[config.mk]
export PLATFORM = sky130hd
export DESIGN_NAME = ikl_isqrt
export DESIGN_NICKNAME = d
export VERILOG_FILES = /design/src/rtl/ikl_pkg.sv /design/src/rtl/ikl_isqrt.sv
export SDC_FILE = /design/constraint.sdc
export NUM_CORES = 2
export LEC_CHECK = 0
export BUFFER_PORTS_ARGS = -buffer_cell sky130_fd_sc_hd__buf_2
export CORE_MARGIN = 8
export CORE_UTILIZATION = 53
export CTS_CLUSTER_DIAMETER = 100
export DETAILED_ROUTE_END_ITERATION = 16
export PLACE_DENSITY = 0.71
export SYNTH_ARGS = -nofsm -noshare
export SYNTH_HDL_FRONTEND = slang
export SYNTH_SLANG_ARGS = --single-unit
[constraint.sdc]
create_clock -name clk -period 3.3 [get_ports clk]
set_input_delay 0.165 -clock clk [delete_from_list [all_inputs] [get_ports clk]]
set_output_delay 0.165 -clock clk [all_outputs]
set_load 0.01 [all_outputs]
[src/rtl/ikl_pkg.sv]
package ikl_pkg;

  // Field widths of the ports
  localparam int COORD_W  = 24;
  localparam int ANGLE_W  = 16;
  localparam int LINK_W   = 23;
  localparam int OFFSET_W = 24;
  localparam int CFG_W    = 24;

  // Internal angle format Q3.29 and the CORDIC datapath width
  localparam int ANG_FRAC = 29;
  localparam int CD_W     = 34;
  localparam int OPND_W   = 31;
  localparam int TAB_LEN  = 24;

  // Square root: 60-bit radicand, one result bit per stage
  localparam int RAD_W     = 60;
  localparam int ROOT_W    = 30;
  localparam int SQ_STAGES = 30;

  localparam logic signed [CD_W-1:0] PI_Q29 = 34'sd1686629713;

  localparam logic signed [CD_W-1:0] ATAN_TAB [TAB_LEN] = '{
    34'sd421657428, 34'sd248918915, 34'sd131521918, 34'sd66762579,
    34'sd33510843,  34'sd16771758,  34'sd8387925,   34'sd4194219,
    34'sd2097141,   34'sd1048575,   34'sd524288,    34'sd262144,
    34'sd131072,    34'sd65536,     34'sd32768,     34'sd16384,
    34'sd8192,      34'sd4096,      34'sd2048,      34'sd1024,
    34'sd512,       34'sd256,       34'sd128,       34'sd64
  };

  // Output rounding from Q3.29 to Q3.(ANGLE_W-3)
  localparam int ANG_SH = ANG_FRAC - (ANGLE_W - 3);
  localparam logic signed [CD_W-1:0] ANG_HALF = CD_W'(1) <<< (ANG_SH - 1);
  localparam logic signed [CD_W-1:0] ANG_LIM  = (PI_Q29 + ANG_HALF) >>> ANG_SH;

  // Configuration register indexes
  localparam logic [1:0] REG_UPPER  = 2'd0;
  localparam logic [1:0] REG_LOWER  = 2'd1;
  localparam logic [1:0] REG_OFFSET = 2'd2;

  typedef enum logic [1:0] {
    ST_SOLVED   = 2'd0,
    ST_CLAMPED  = 2'd1,
    ST_SINGULAR = 2'd2
  } status_t;

  typedef struct packed {
    logic signed [COORD_W-1:0] target_x;
    logic signed [COORD_W-1:0] target_y;
  } target_t;

  typedef struct packed {
    logic signed [ANGLE_W-1:0] shoulder_angle;
    logic signed [ANGLE_W-1:0] elbow_angle;
    status_t                   solve_status;
  } result_t;

  // Side data that rides through the square root pipeline
  typedef struct packed {
    logic signed [COORD_W-1:0]  x;
    logic signed [COORD_W:0]    y;
    logic signed [OPND_W-1:0]   a_s;
    logic [ROOT_W-1:0]          bm;
    logic                       aneg;
    logic                       clamped;
  } sq_tag_t;

  // Side data that rides through the CORDIC pipelines
  typedef struct packed {
    logic clamped;
    logic aneg;
    logic singular;
  } cd_tag_t;

  // Right shift that brings a magnitude below 2^bits
  function automatic logic [6:0] shrink_k(input logic [63:0] m, input logic [6:0] bits);
    logic [6:0] len;
    len = 7'd0;
    for (int i = 0; i < 64; i++) begin
      if (m[i]) len = 7'(i + 1);
    end
    return (len > bits) ? 7'(len - bits) : 7'd0;
  endfunction

  // Round half up to the output format and limit to +-pi
  function automatic logic [ANGLE_W-1:0] to_angle(input logic signed [CD_W-1:0] z);
    logic signed [CD_W-1:0] r;
    r = (z + ANG_HALF) >>> ANG_SH;
    if (r > ANG_LIM) r = ANG_LIM;
    if (r < -ANG_LIM) r = -ANG_LIM;
    return r[ANGLE_W-1:0];
  endfunction

endpackage

[src/rtl/ikl_isqrt.sv]
module ikl_isqrt (
  input  logic                              clk,
  input  logic                              rst,
  input  logic                              in_valid,
  input  logic [ikl_pkg::RAD_W-1:0]         in_rad,
  input  ikl_pkg::sq_tag_t                  in_tag,
  output logic                              out_valid,
  output logic [ikl_pkg::ROOT_W-1:0]        out_root,
  output ikl_pkg::sq_tag_t                  out_tag
);

  localparam int N = ikl_pkg::SQ_STAGES;
  localparam int W = ikl_pkg::RAD_W;

  logic [W-1:0]     vv  [N+1];
  logic [W-1:0]     rr  [N+1];
  ikl_pkg::sq_tag_t tg  [N+1];
  logic [N:0]       vld;

  assign vv[0]  = in_rad;
  assign rr[0]  = '0;
  assign tg[0]  = in_tag;
  assign vld[0] = in_valid;

  // One root bit per stage, restoring
  for (genvar i = 0; i < N; i++) begin : g_stage
    localparam logic [W:0] BIT = (W+1)'(1) << (W - 2 - 2*i);
    logic [W:0] trial;
    assign trial = {1'b0, rr[i]} + BIT;

    always_ff @(posedge clk) begin
      if ({1'b0, vv[i]} >= trial) begin
        vv[i+1] <= W'({1'b0, vv[i]} - trial);
        rr[i+1] <= W'({1'b0, rr[i] >> 1} + BIT);
      end else begin
        vv[i+1] <= vv[i];
        rr[i+1] <= rr[i] >> 1;
      end
      tg[i+1] <= tg[i];
    end

    always_ff @(posedge clk) begin
      if (rst) vld[i+1] <= 1'b0;
      else vld[i+1] <= vld[i];
    end
  end

  assign out_valid = vld[N];
  assign out_root  = rr[N][ikl_pkg::ROOT_W-1:0];
  assign out_tag   = tg[N];

endmodule

==> reports/qor.csv <==
metric,value,unit
fmax,292,MHz
layout-drive-gt1-share,15.0,%
worstPathRequired,4.13,ns
ys_warn_count,0,
routed_wl,331000,microns
h-tree-depth,6,
critPathLaunchType,flop,
place_worst_setup_slack,-0.647,ns
vdd_drop_max,0.646,mV
num_rows,197,
grt_max_degree,51,
path_class,reg -> reg,
p_per_area,912,mW/mm^2
vias,88500,
top_layer,met5,
ys_seq_area_share,73.3,%
die_area,0.306,sq mm
drt.antenna.violating_nets,0,
numClockSinks,5595,
die_w,553,microns
clk_pin_slew,0.07,ns
wl_met2,167000,microns
p_comb_share,15.1,%
viasPerCell,5.00,
ys_top_cells_by_area,"dfxtp_1, ha_1, xnor2_1",
synth_ff_type,dfxtp_1,
synth-seq-cells,5595,
p_leak,0.0824,uW
finalNetCount,14200,
area_growth,21.3,%
grt_pass1_wl,512000,microns
core_area,0.287,sq mm
firstDrtPassIters,6,
synth_cells,12000,
hold_viol,0,
drt_iter0_markers,5379,
numPortBuffers,317,
ys_top_cells_by_count,"dfxtp_1, inv_1, nand2_1",
clkPwrFrac,36.3,%
min_period,3.43,ns
die_height,553,microns
synth_top_area_cell,dfxtp_1,
fin_ws,-0.129,ns
drc,0,
place_inst,16400,
clock_path_buffers,4,
internal_power,123000,uW
grt_overflow,0,
drv_slew,0,
violations,negative setup slack,
final_area,0.185,sq mm
rsz0062_at_grt,yes,
finalCritPeriodShare,104,%
tightestPinTransition,1.04,ns
hpwl,216000,microns
max-slew-margin-rel,30.3,%
synth.net_count,12700,
finalNonFillerCells,17700,
synth_cell_types,88,
start_util,53.2,%
clk_latency,0.97,ns
yosys.cell_count.top_type,dfxtp_1,
clock-skew-final,0.0579,ns
ys_async_sr_fraction,0,%
place_area,0.162,sq mm
switching_share,27.3,%
cts_inserted_buffers,526,
tritoncts,done,
switchingPower,46100,uW
synth_edf_count,0,
synth_top_cell_area_share,73.3,%
cp-end-kind,flop,
setup_violations,36,
syn_avg_cell_area,12.7,sq um
hp-class,in -> reg,
cp.arrival,4.26,ns
whs,0.201,ns
grt_pass1_vias,93100,
met1Wirelength,136000,microns
path_max_fanout,5,
fin_util,64.5,%
grt_antenna_before_repair,19,
cts_root_buf,clkbuf_16,
status,"complete, but fails checks",
netlist_area,0.153,sq mm
pin_count,318,
seqPwrFrac,48.6,%
gp_congestion,0.969,
cap_viol_max_count,0,
grt_use_total,20.7,%
wl_met3,15300,microns
wl_per_cell,18.7,microns
-- layer usage --
| metal | vias up | track usage [%] |
|---|---|---|
| li1 | 43400 | - |
| met1 | 41900 | 24.2 |
| met2 | 2432 | 37.7 |
| met3 | 777 | 3.31 |
| met4 | 4 | 8.21 |
| met5 | - | 0 |
-- through the flow --
step                      power (uW)  setup TNS, ns
after floorplan                97600              0
after global placement        107000         -33.49
after detailed placement      108000         -30.16
after CTS                     169000          -2.73
after global routing          177000          -5.31
final                         169000          -2.96
-- worst paths after layout --
check | startpoint | endpoint | cells after the start | slack (ns)
max | vv[347] | vv[279] | 11 | -0.13
min | in_rad[19] | rr[1798] | 5 | 0.20
max reg2reg | vv[347] | vv[279] | 11 | -0.13
min reg2reg | tg[1961] | tg[1849] | 0 | 0.30
-- flip-flops by register name, indices dropped and copies added (netlist names) --
name and flops:
out_root 30, out_tag 112, vv 1740, vld 29, rr 435, out_valid 1
tg 3248
-- layout make-up --
class	count	area (sq um)
Timing Repair Buffer	1288	10100
Tap cell	3781	4730
Clock buffer	735	15000
Clock inverter	202	3060
Antenna cell	6	15.0
Inverter	618	2320
Sequential cell	5595	112000
Fill cell	20600	102000
Multi-Input combinational cell	5482	38200
-- repair_timing --
action / in CTS / in global routing
setup buffers: 6 / 12
hold buffers: 350 / 0
cloned: 3 / 2
pin swaps: 7 / 37
setup endpoints to repair: 258 / 388
gates resized for setup: 75 / 194
hold endpoints to repair: 203 / 0
-- cells by family (layout without fill, tap and decap cells) --
kind of cell | count (synthesis) | after routing | synth area share (%)
compound gates | 1612 | 1612 | 6.61
xor+xnor | 761 | 761 | 4.36
fa+ha+maj | 493 | 493 | 4.04
buf+inv | 913 | 2843 | 2.54
flops | 5595 | 5595 | 73.3
mux | 67 | 67 | 0.480
other cells | 0 | 6 | 0
simple gates | 2549 | 2549 | 8.65
-- power groups by stage --
stage               sequential [uW]  combinational [uW]  clock, uW
floorplan                     80700               16900          0
global placement              83200               23900          0
detailed placement            83300               24200          0
CTS                           82000               24900      62400
global route                  82900               28100      65700
finish                        82200               25500      61400
-- worst max-delay path: stages, from the launching register on --
cell	delay (ns)
dfxtp_2	0.32
or4_4	0.52
or4_4	0.43
or4_4	0.43
or3_4	0.35
or3_4	0.39
a31o_4	0.24
buf_12	0.15
nand3b_1	0.15
buf_4	0.15
nor3_2	0.04
xor2_1	0.15
-- cells in the final DEF, fill, tap and decap left out, types with 87 or more instances in the layout --
cell / n
a21o_1: 203
a21oi_1: 486
buf_2: 317
buf_4: 596
clkbuf_1: 109
clkbuf_16: 532
clkbuf_8: 96
dfxtp_1: 5591
dlygate4sd3_1: 350
ha_1: 485
inv_1: 613
nand2_1: 574
nand3_1: 140
nand4_1: 121
nor2_1: 503
nor3_1: 227
nor4_1: 265
o21a_1: 87
o21ai_0: 378
or3_1: 101
xnor2_1: 380
xor2_1: 377
No activity file was read; power rests on OpenSTA's default activity.
