===== config.mk =====
export PLATFORM = sky130hd
export DESIGN_NAME = ikl_cordic
export DESIGN_NICKNAME = d
export VERILOG_FILES = /design/src/rtl/ikl_pkg.sv /design/src/rtl/ikl_cordic.sv
export SDC_FILE = /design/constraint.sdc
export NUM_CORES = 2
export LEC_CHECK = 0
export BUFFER_PORTS_ARGS = -buffer_cell sky130_fd_sc_hd__buf_4
export CORE_UTILIZATION = 30
export DETAILED_ROUTE_END_ITERATION = 8
export PLACE_DENSITY = 0.48
export SYNTH_ARGS = -nofsm -noshare
export SYNTH_HDL_FRONTEND = slang
export SYNTH_SLANG_ARGS = --single-unit

===== constraint.sdc =====
create_clock -name clk -period 6.5 [get_ports clk]
set_input_delay 0.65 -clock clk [delete_from_list [all_inputs] [get_ports clk]]
set_output_delay 0.65 -clock clk [all_outputs]
set_load 0.03 [all_outputs]

===== src/rtl/ikl_pkg.sv =====
package ikl_pkg;

  // Field widths of the ports
  localparam int COORD_W  = 24;
  localparam int ANGLE_W  = 16;
  localparam int LINK_W   = 23;
  localparam int OFFSET_W = 24;
  localparam int CFG_W    = 24;

  // Internal angle format Q3.29 and the CORDIC datapath width
  localparam int ANG_FRAC = 29;
  localparam int CD_W     = 34;
  localparam int OPND_W   = 31;
  localparam int TAB_LEN  = 24;

  // Square root: 60-bit radicand, one result bit per stage
  localparam int RAD_W     = 60;
  localparam int ROOT_W    = 30;
  localparam int SQ_STAGES = 30;

  localparam logic signed [CD_W-1:0] PI_Q29 = 34'sd1686629713;

  localparam logic signed [CD_W-1:0] ATAN_TAB [TAB_LEN] = '{
    34'sd421657428, 34'sd248918915, 34'sd131521918, 34'sd66762579,
    34'sd33510843,  34'sd16771758,  34'sd8387925,   34'sd4194219,
    34'sd2097141,   34'sd1048575,   34'sd524288,    34'sd262144,
    34'sd131072,    34'sd65536,     34'sd32768,     34'sd16384,
    34'sd8192,      34'sd4096,      34'sd2048,      34'sd1024,
    34'sd512,       34'sd256,       34'sd128,       34'sd64
  };

  // Output rounding from Q3.29 to Q3.(ANGLE_W-3)
  localparam int ANG_SH = ANG_FRAC - (ANGLE_W - 3);
  localparam logic signed [CD_W-1:0] ANG_HALF = CD_W'(1) <<< (ANG_SH - 1);
  localparam logic signed [CD_W-1:0] ANG_LIM  = (PI_Q29 + ANG_HALF) >>> ANG_SH;

  // Configuration register indexes
  localparam logic [1:0] REG_UPPER  = 2'd0;
  localparam logic [1:0] REG_LOWER  = 2'd1;
  localparam logic [1:0] REG_OFFSET = 2'd2;

  typedef enum logic [1:0] {
    ST_SOLVED   = 2'd0,
    ST_CLAMPED  = 2'd1,
    ST_SINGULAR = 2'd2
  } status_t;

  typedef struct packed {
    logic signed [COORD_W-1:0] target_x;
    logic signed [COORD_W-1:0] target_y;
  } target_t;

  typedef struct packed {
    logic signed [ANGLE_W-1:0] shoulder_angle;
    logic signed [ANGLE_W-1:0] elbow_angle;
    status_t                   solve_status;
  } result_t;

  // Side data that rides through the square root pipeline
  typedef struct packed {
    logic signed [COORD_W-1:0]  x;
    logic signed [COORD_W:0]    y;
    logic signed [OPND_W-1:0]   a_s;
    logic [ROOT_W-1:0]          bm;
    logic                       aneg;
    logic                       clamped;
  } sq_tag_t;

  // Side data that rides through the CORDIC pipelines
  typedef struct packed {
    logic clamped;
    logic aneg;
    logic singular;
  } cd_tag_t;

  // Right shift that brings a magnitude below 2^bits
  function automatic logic [6:0] shrink_k(input logic [63:0] m, input logic [6:0] bits);
    logic [6:0] len;
    len = 7'd0;
    for (int i = 0; i < 64; i++) begin
      if (m[i]) len = 7'(i + 1);
    end
    return (len > bits) ? 7'(len - bits) : 7'd0;
  endfunction

  // Round half up to the output format and limit to +-pi
  function automatic logic [ANGLE_W-1:0] to_angle(input logic signed [CD_W-1:0] z);
    logic signed [CD_W-1:0] r;
    r = (z + ANG_HALF) >>> ANG_SH;
    if (r > ANG_LIM) r = ANG_LIM;
    if (r < -ANG_LIM) r = -ANG_LIM;
    return r[ANGLE_W-1:0];
  endfunction

endpackage


===== src/rtl/ikl_cordic.sv =====
module ikl_cordic #(
  parameter int STAGES = 16
) (
  input  logic                                   clk,
  input  logic                                   rst,
  input  logic                                   in_valid,
  input  logic signed [ikl_pkg::OPND_W-1:0]      in_y,
  input  logic signed [ikl_pkg::OPND_W-1:0]      in_x,
  input  ikl_pkg::cd_tag_t                       in_tag,
  output logic                                   out_valid,
  output logic signed [ikl_pkg::CD_W-1:0]        out_z,
  output ikl_pkg::cd_tag_t                       out_tag
);

  localparam int W = ikl_pkg::CD_W;

  logic signed [W-1:0] xs [STAGES+1];
  logic signed [W-1:0] ys [STAGES+1];
  logic signed [W-1:0] zs [STAGES+1];
  logic                zr [STAGES+1];
  ikl_pkg::cd_tag_t    tg [STAGES+1];
  logic [STAGES:0]     vld;

  // Fold the left half plane onto the right one
  always_ff @(posedge clk) begin
    if (in_x < 0) begin
      xs[0] <= -W'(in_x);
      ys[0] <= -W'(in_y);
      zs[0] <= (in_y >= 0) ? ikl_pkg::PI_Q29 : -ikl_pkg::PI_Q29;
    end else begin
      xs[0] <= W'(in_x);
      ys[0] <= W'(in_y);
      zs[0] <= '0;
    end
    zr[0] <= (in_x == 0) && (in_y == 0);
    tg[0] <= in_tag;
  end

  always_ff @(posedge clk) begin
    if (rst) vld[0] <= 1'b0;
    else vld[0] <= in_valid;
  end

  // Vectoring: drive y toward zero, one micro-rotation per stage
  for (genvar i = 0; i < STAGES; i++) begin : g_stage
    always_ff @(posedge clk) begin
      if (ys[i] > 0) begin
        xs[i+1] <= xs[i] + (ys[i] >>> i);
        ys[i+1] <= ys[i] - (xs[i] >>> i);
        zs[i+1] <= zs[i] + ikl_pkg::ATAN_TAB[i];
      end else begin
        xs[i+1] <= xs[i] - (ys[i] >>> i);
        ys[i+1] <= ys[i] + (xs[i] >>> i);
        zs[i+1] <= zs[i] - ikl_pkg::ATAN_TAB[i];
      end
      zr[i+1] <= zr[i];
      tg[i+1] <= tg[i];
    end

    always_ff @(posedge clk) begin
      if (rst) vld[i+1] <= 1'b0;
      else vld[i+1] <= vld[i];
    end
  end

  assign out_valid = vld[STAGES];
  assign out_z     = zr[STAGES] ? '0 : zs[STAGES];
  assign out_tag   = tg[STAGES];

endmodule


==> out/results.ini <==
[outcome]
status=completed

[clock_tree]
cts_root_buf=clkbuf_16
clkLatencyLatePin_ns=0.93
cts_buffers=205
clockBufferDepth=4
cts_sinks=1668
tritoncts=built
cts.clk_slew.worst_paths_ns=0.06
htreeDepth=4

[sta]
min_period_ns=6.24
fin_worst_skew_ns=0.132
fin_crit_sh_pct=96.0
finalSetupViolCount=0
relSlewSlack_pct=24.6
worstMarginPinSlew_ns=1.12
slew_violations=0
fin_setup_tns_ns=0
hold_viol_final=0
fmax_mhz=160

[worst_setup_path]
critPathKind=flip-flop to flip-flop
cp_top_family=simple AND/OR/NAND/NOR gates
r2r_cells=25
critPathRequiredTime_ns=7.23
r2r_slack_ns=0.26
slowest_delay_ns=0.54
cp_max_fo=9
start_kind=flip-flop
r2r-end=ys[7][31]$_DFF_P_
slowest_stage=or4_4
crit_arrival_ns=6.97
reg2reg_from=ys[6][15]$_DFF_P_
cp.buffers_inverters=3
crit_path_end_kind=flip-flop

[finish]
fin_util_pct=34.8
fillerInstances=40200
area_growth_pct=15.5
fin_nets=15700
drive_gt1_share_pct=7.50

[synth]
synth_area_mm2=0.116
ys.warnings.count=0
synthTopCellsByArea=dfxtp_1, ha_1, xnor2_1, a21oi_1, xor2_1
synthSimpleGateAreaFrac_pct=15.8
synth_top_cell_by_area=dfxtp_1
synth_area_per_cell_um2=8.52
yosysMostFrequentCell=dfxtp_1
synth_adder_area_share_pct=16.1
synthMuxAreaShare_pct=0.263
seq_area_frac_synth_pct=28.9
synth_edf_count=0
synth_top_family_by_area=compound AO/OA/AOI/OAI gates
ys_ff_latch=1668
syn_inst=13600
synthFlopType=dfxtp_1
async_reset_ff_share_pct=0
synthTopCellsByCount=dfxtp_1, ha_1, xnor2_1
synth_xor_area_share_pct=14.2
synth_compound_gate_area_share_pct=21.9
netlist.area_leader.share_pct=28.9
synthDistinctLibCells=87

[run]
maxCapViolations=0

[hold_path]
min_to=vld[2]$_SDFF_PP0_
whs_path_depth=2
min-delay-start=rst
hold_class=primary input to flip-flop

[routing]
vias=97200
drc=0
dr.pass1.iters=6
post_drt_via_cell_ratio=5.01
drt_iter0_markers=5633
ant_nets=0
wl_per_cell_um=18.0
routed_wl_um=348000

[die]
core_area_mm2=0.383
io_pins=106
die_w_um=623
rows=227
initial_core_util_pct=30.2
die_area_mm2=0.388
fp.dieH_um=623

[global_route]
overflow=0
grt_pass1_vias=93700
grt_start_max_net_pins=66
gr-usage-all-layers_pct=17.4
antenna_found_initial=9
grt_first_pass_wirelength_um=544000

[placed_design]
io_buffers=105
finalWeightedCongestion=0.879
hpwl_um=287000

routing by layer:
metal	global-route usage [%]	wire length [µm]	vias to the layer above
met5	0	0	-
met4	4.13	8610	0
met3	1.70	12000	408
met2	29.2	158000	1535
met1	23.8	170000	45200
li1	-	-	50100
worst reg2reg max path, cell delays in order, from the launching register on:
cell,delay [ns]
dfxtp_1,0.31
or4_4,0.54
or3_4,0.34
or2_1,0.24
or4_4,0.50
or3_4,0.36
or4_4,0.42
or3_4,0.35
nor2b_4,0.19
buf_6,0.19
nand2_1,0.07
xnor2_1,0.07
ha_2,0.20
a21o_1,0.18
a21o_1,0.18
a21oi_2,0.15
buf_4,0.13
a311oi_1,0.08
o31a_1,0.15
o31a_1,0.30
o41ai_4,0.37
buf_4,0.19
o21ai_2,0.08
o211ai_1,0.24
nor2b_2,0.20
xnor2_1,0.13
registers in the layout, indices dropped and copies added, names as in the netlist:
register	flops
ys	543
zr	17
vld	16
out_valid	1
zs	544
xs	496
tg	51
per-stage QoR:
| stage | setup WS, ns | cell area (µm²) | hold slack [ns] | cells |
|---|---|---|---|---|
| floorplan | 0.127 | 116000 | 0.310 | 13600 |
| global placement | -0.228 | 125000 | 0.310 | 18900 |
| detailed placement | -0.173 | 125000 | 0.312 | 18900 |
| CTS | 0.00758 | 133000 | 0.00697 | 19400 |
| global route | -0.0204 | 133000 | 0.0718 | 19400 |
| finish | 0.259 | 133000 | 0.123 | 19400 |
cell type report:
cell class	count	area, µm²	share of cell area [%]
Clock buffer	272	5820	4.36
Antenna cell	4	10.0	0.00750
Clock inverter	102	1360	1.02
Inverter	666	2500	1.88
Timing Repair Buffer	606	4790	3.59
Tap cell	5038	6300	4.73
Multi-Input combinational cell	11000	79200	59.4
Sequential cell	1668	33400	25.0
how the worst max path moves through the flow:
stage | cells past startpoint | startpoint | end
6_report | 25 | ys[6][15]$_DFF_P_ | ys[7][31]$_DFF_P_
5_1_grt | 25 | ys[6][15]$_DFF_P_ | ys[7][31]$_DFF_P_
4_1_cts | 23 | ys[7][15]$_DFF_P_ | ys[8][32]$_DFF_P_
3_5_place_dp | 23 | ys[6][15]$_DFF_P_ | ys[7][31]$_DFF_P_
3_3_place_gp | 23 | ys[6][15]$_DFF_P_ | ys[7][31]$_DFF_P_
2_1_floorplan | 25 | ys[3][8]$_DFF_P_ | xs[4][27]$_DFF_P_
cell families (layout without fill, tap and decap cells):
family                     after synthesis  in the layout
other                                    1              7
and+or+nand+nor                       3714           3714
DFF                                   1668           1668
adders and majority gates             1456           1456
xor gates and xnor gates              1867           1867
muxes                                   30             30
AOI/OAI and AO/OA                     3951           3951
buffers and inverters                  876           1646
cell usage in the layout, fill, tap and decap left out, types with 112 or more instances in the layout:
| cell type | count |
|---|---|
| buf_4 | 519 |
| nor3_1 | 294 |
| xor2_1 | 578 |
| nor4_1 | 153 |
| clkbuf_16 | 209 |
| inv_1 | 658 |
| o31ai_1 | 183 |
| ha_1 | 1406 |
| nand2_1 | 800 |
| o21ai_0 | 812 |
| nor2_1 | 1044 |
| xnor2_1 | 1289 |
| nor2b_1 | 263 |
| nand4_1 | 112 |
| nand3_1 | 236 |
| a21oi_1 | 1153 |
| o21bai_1 | 184 |
| a21o_1 | 569 |
| o21a_1 | 167 |
| nand2b_1 | 223 |
| or3_1 | 131 |
| dfxtp_1 | 1668 |
what timing repair did:
action / 4_1_cts / 5_1_grt
hold endpoints to repair: 67 / 0
setup buffers: 0 / 2
setup endpoints to repair: 5 / 95
resized for setup: 4 / 79
hold buffers: 80 / 0
pin swaps: 0 / 9
Power is left out: the tool's default activity adds up to more than one toggle a clock period on the data nets, which glitch-free logic cannot reach.
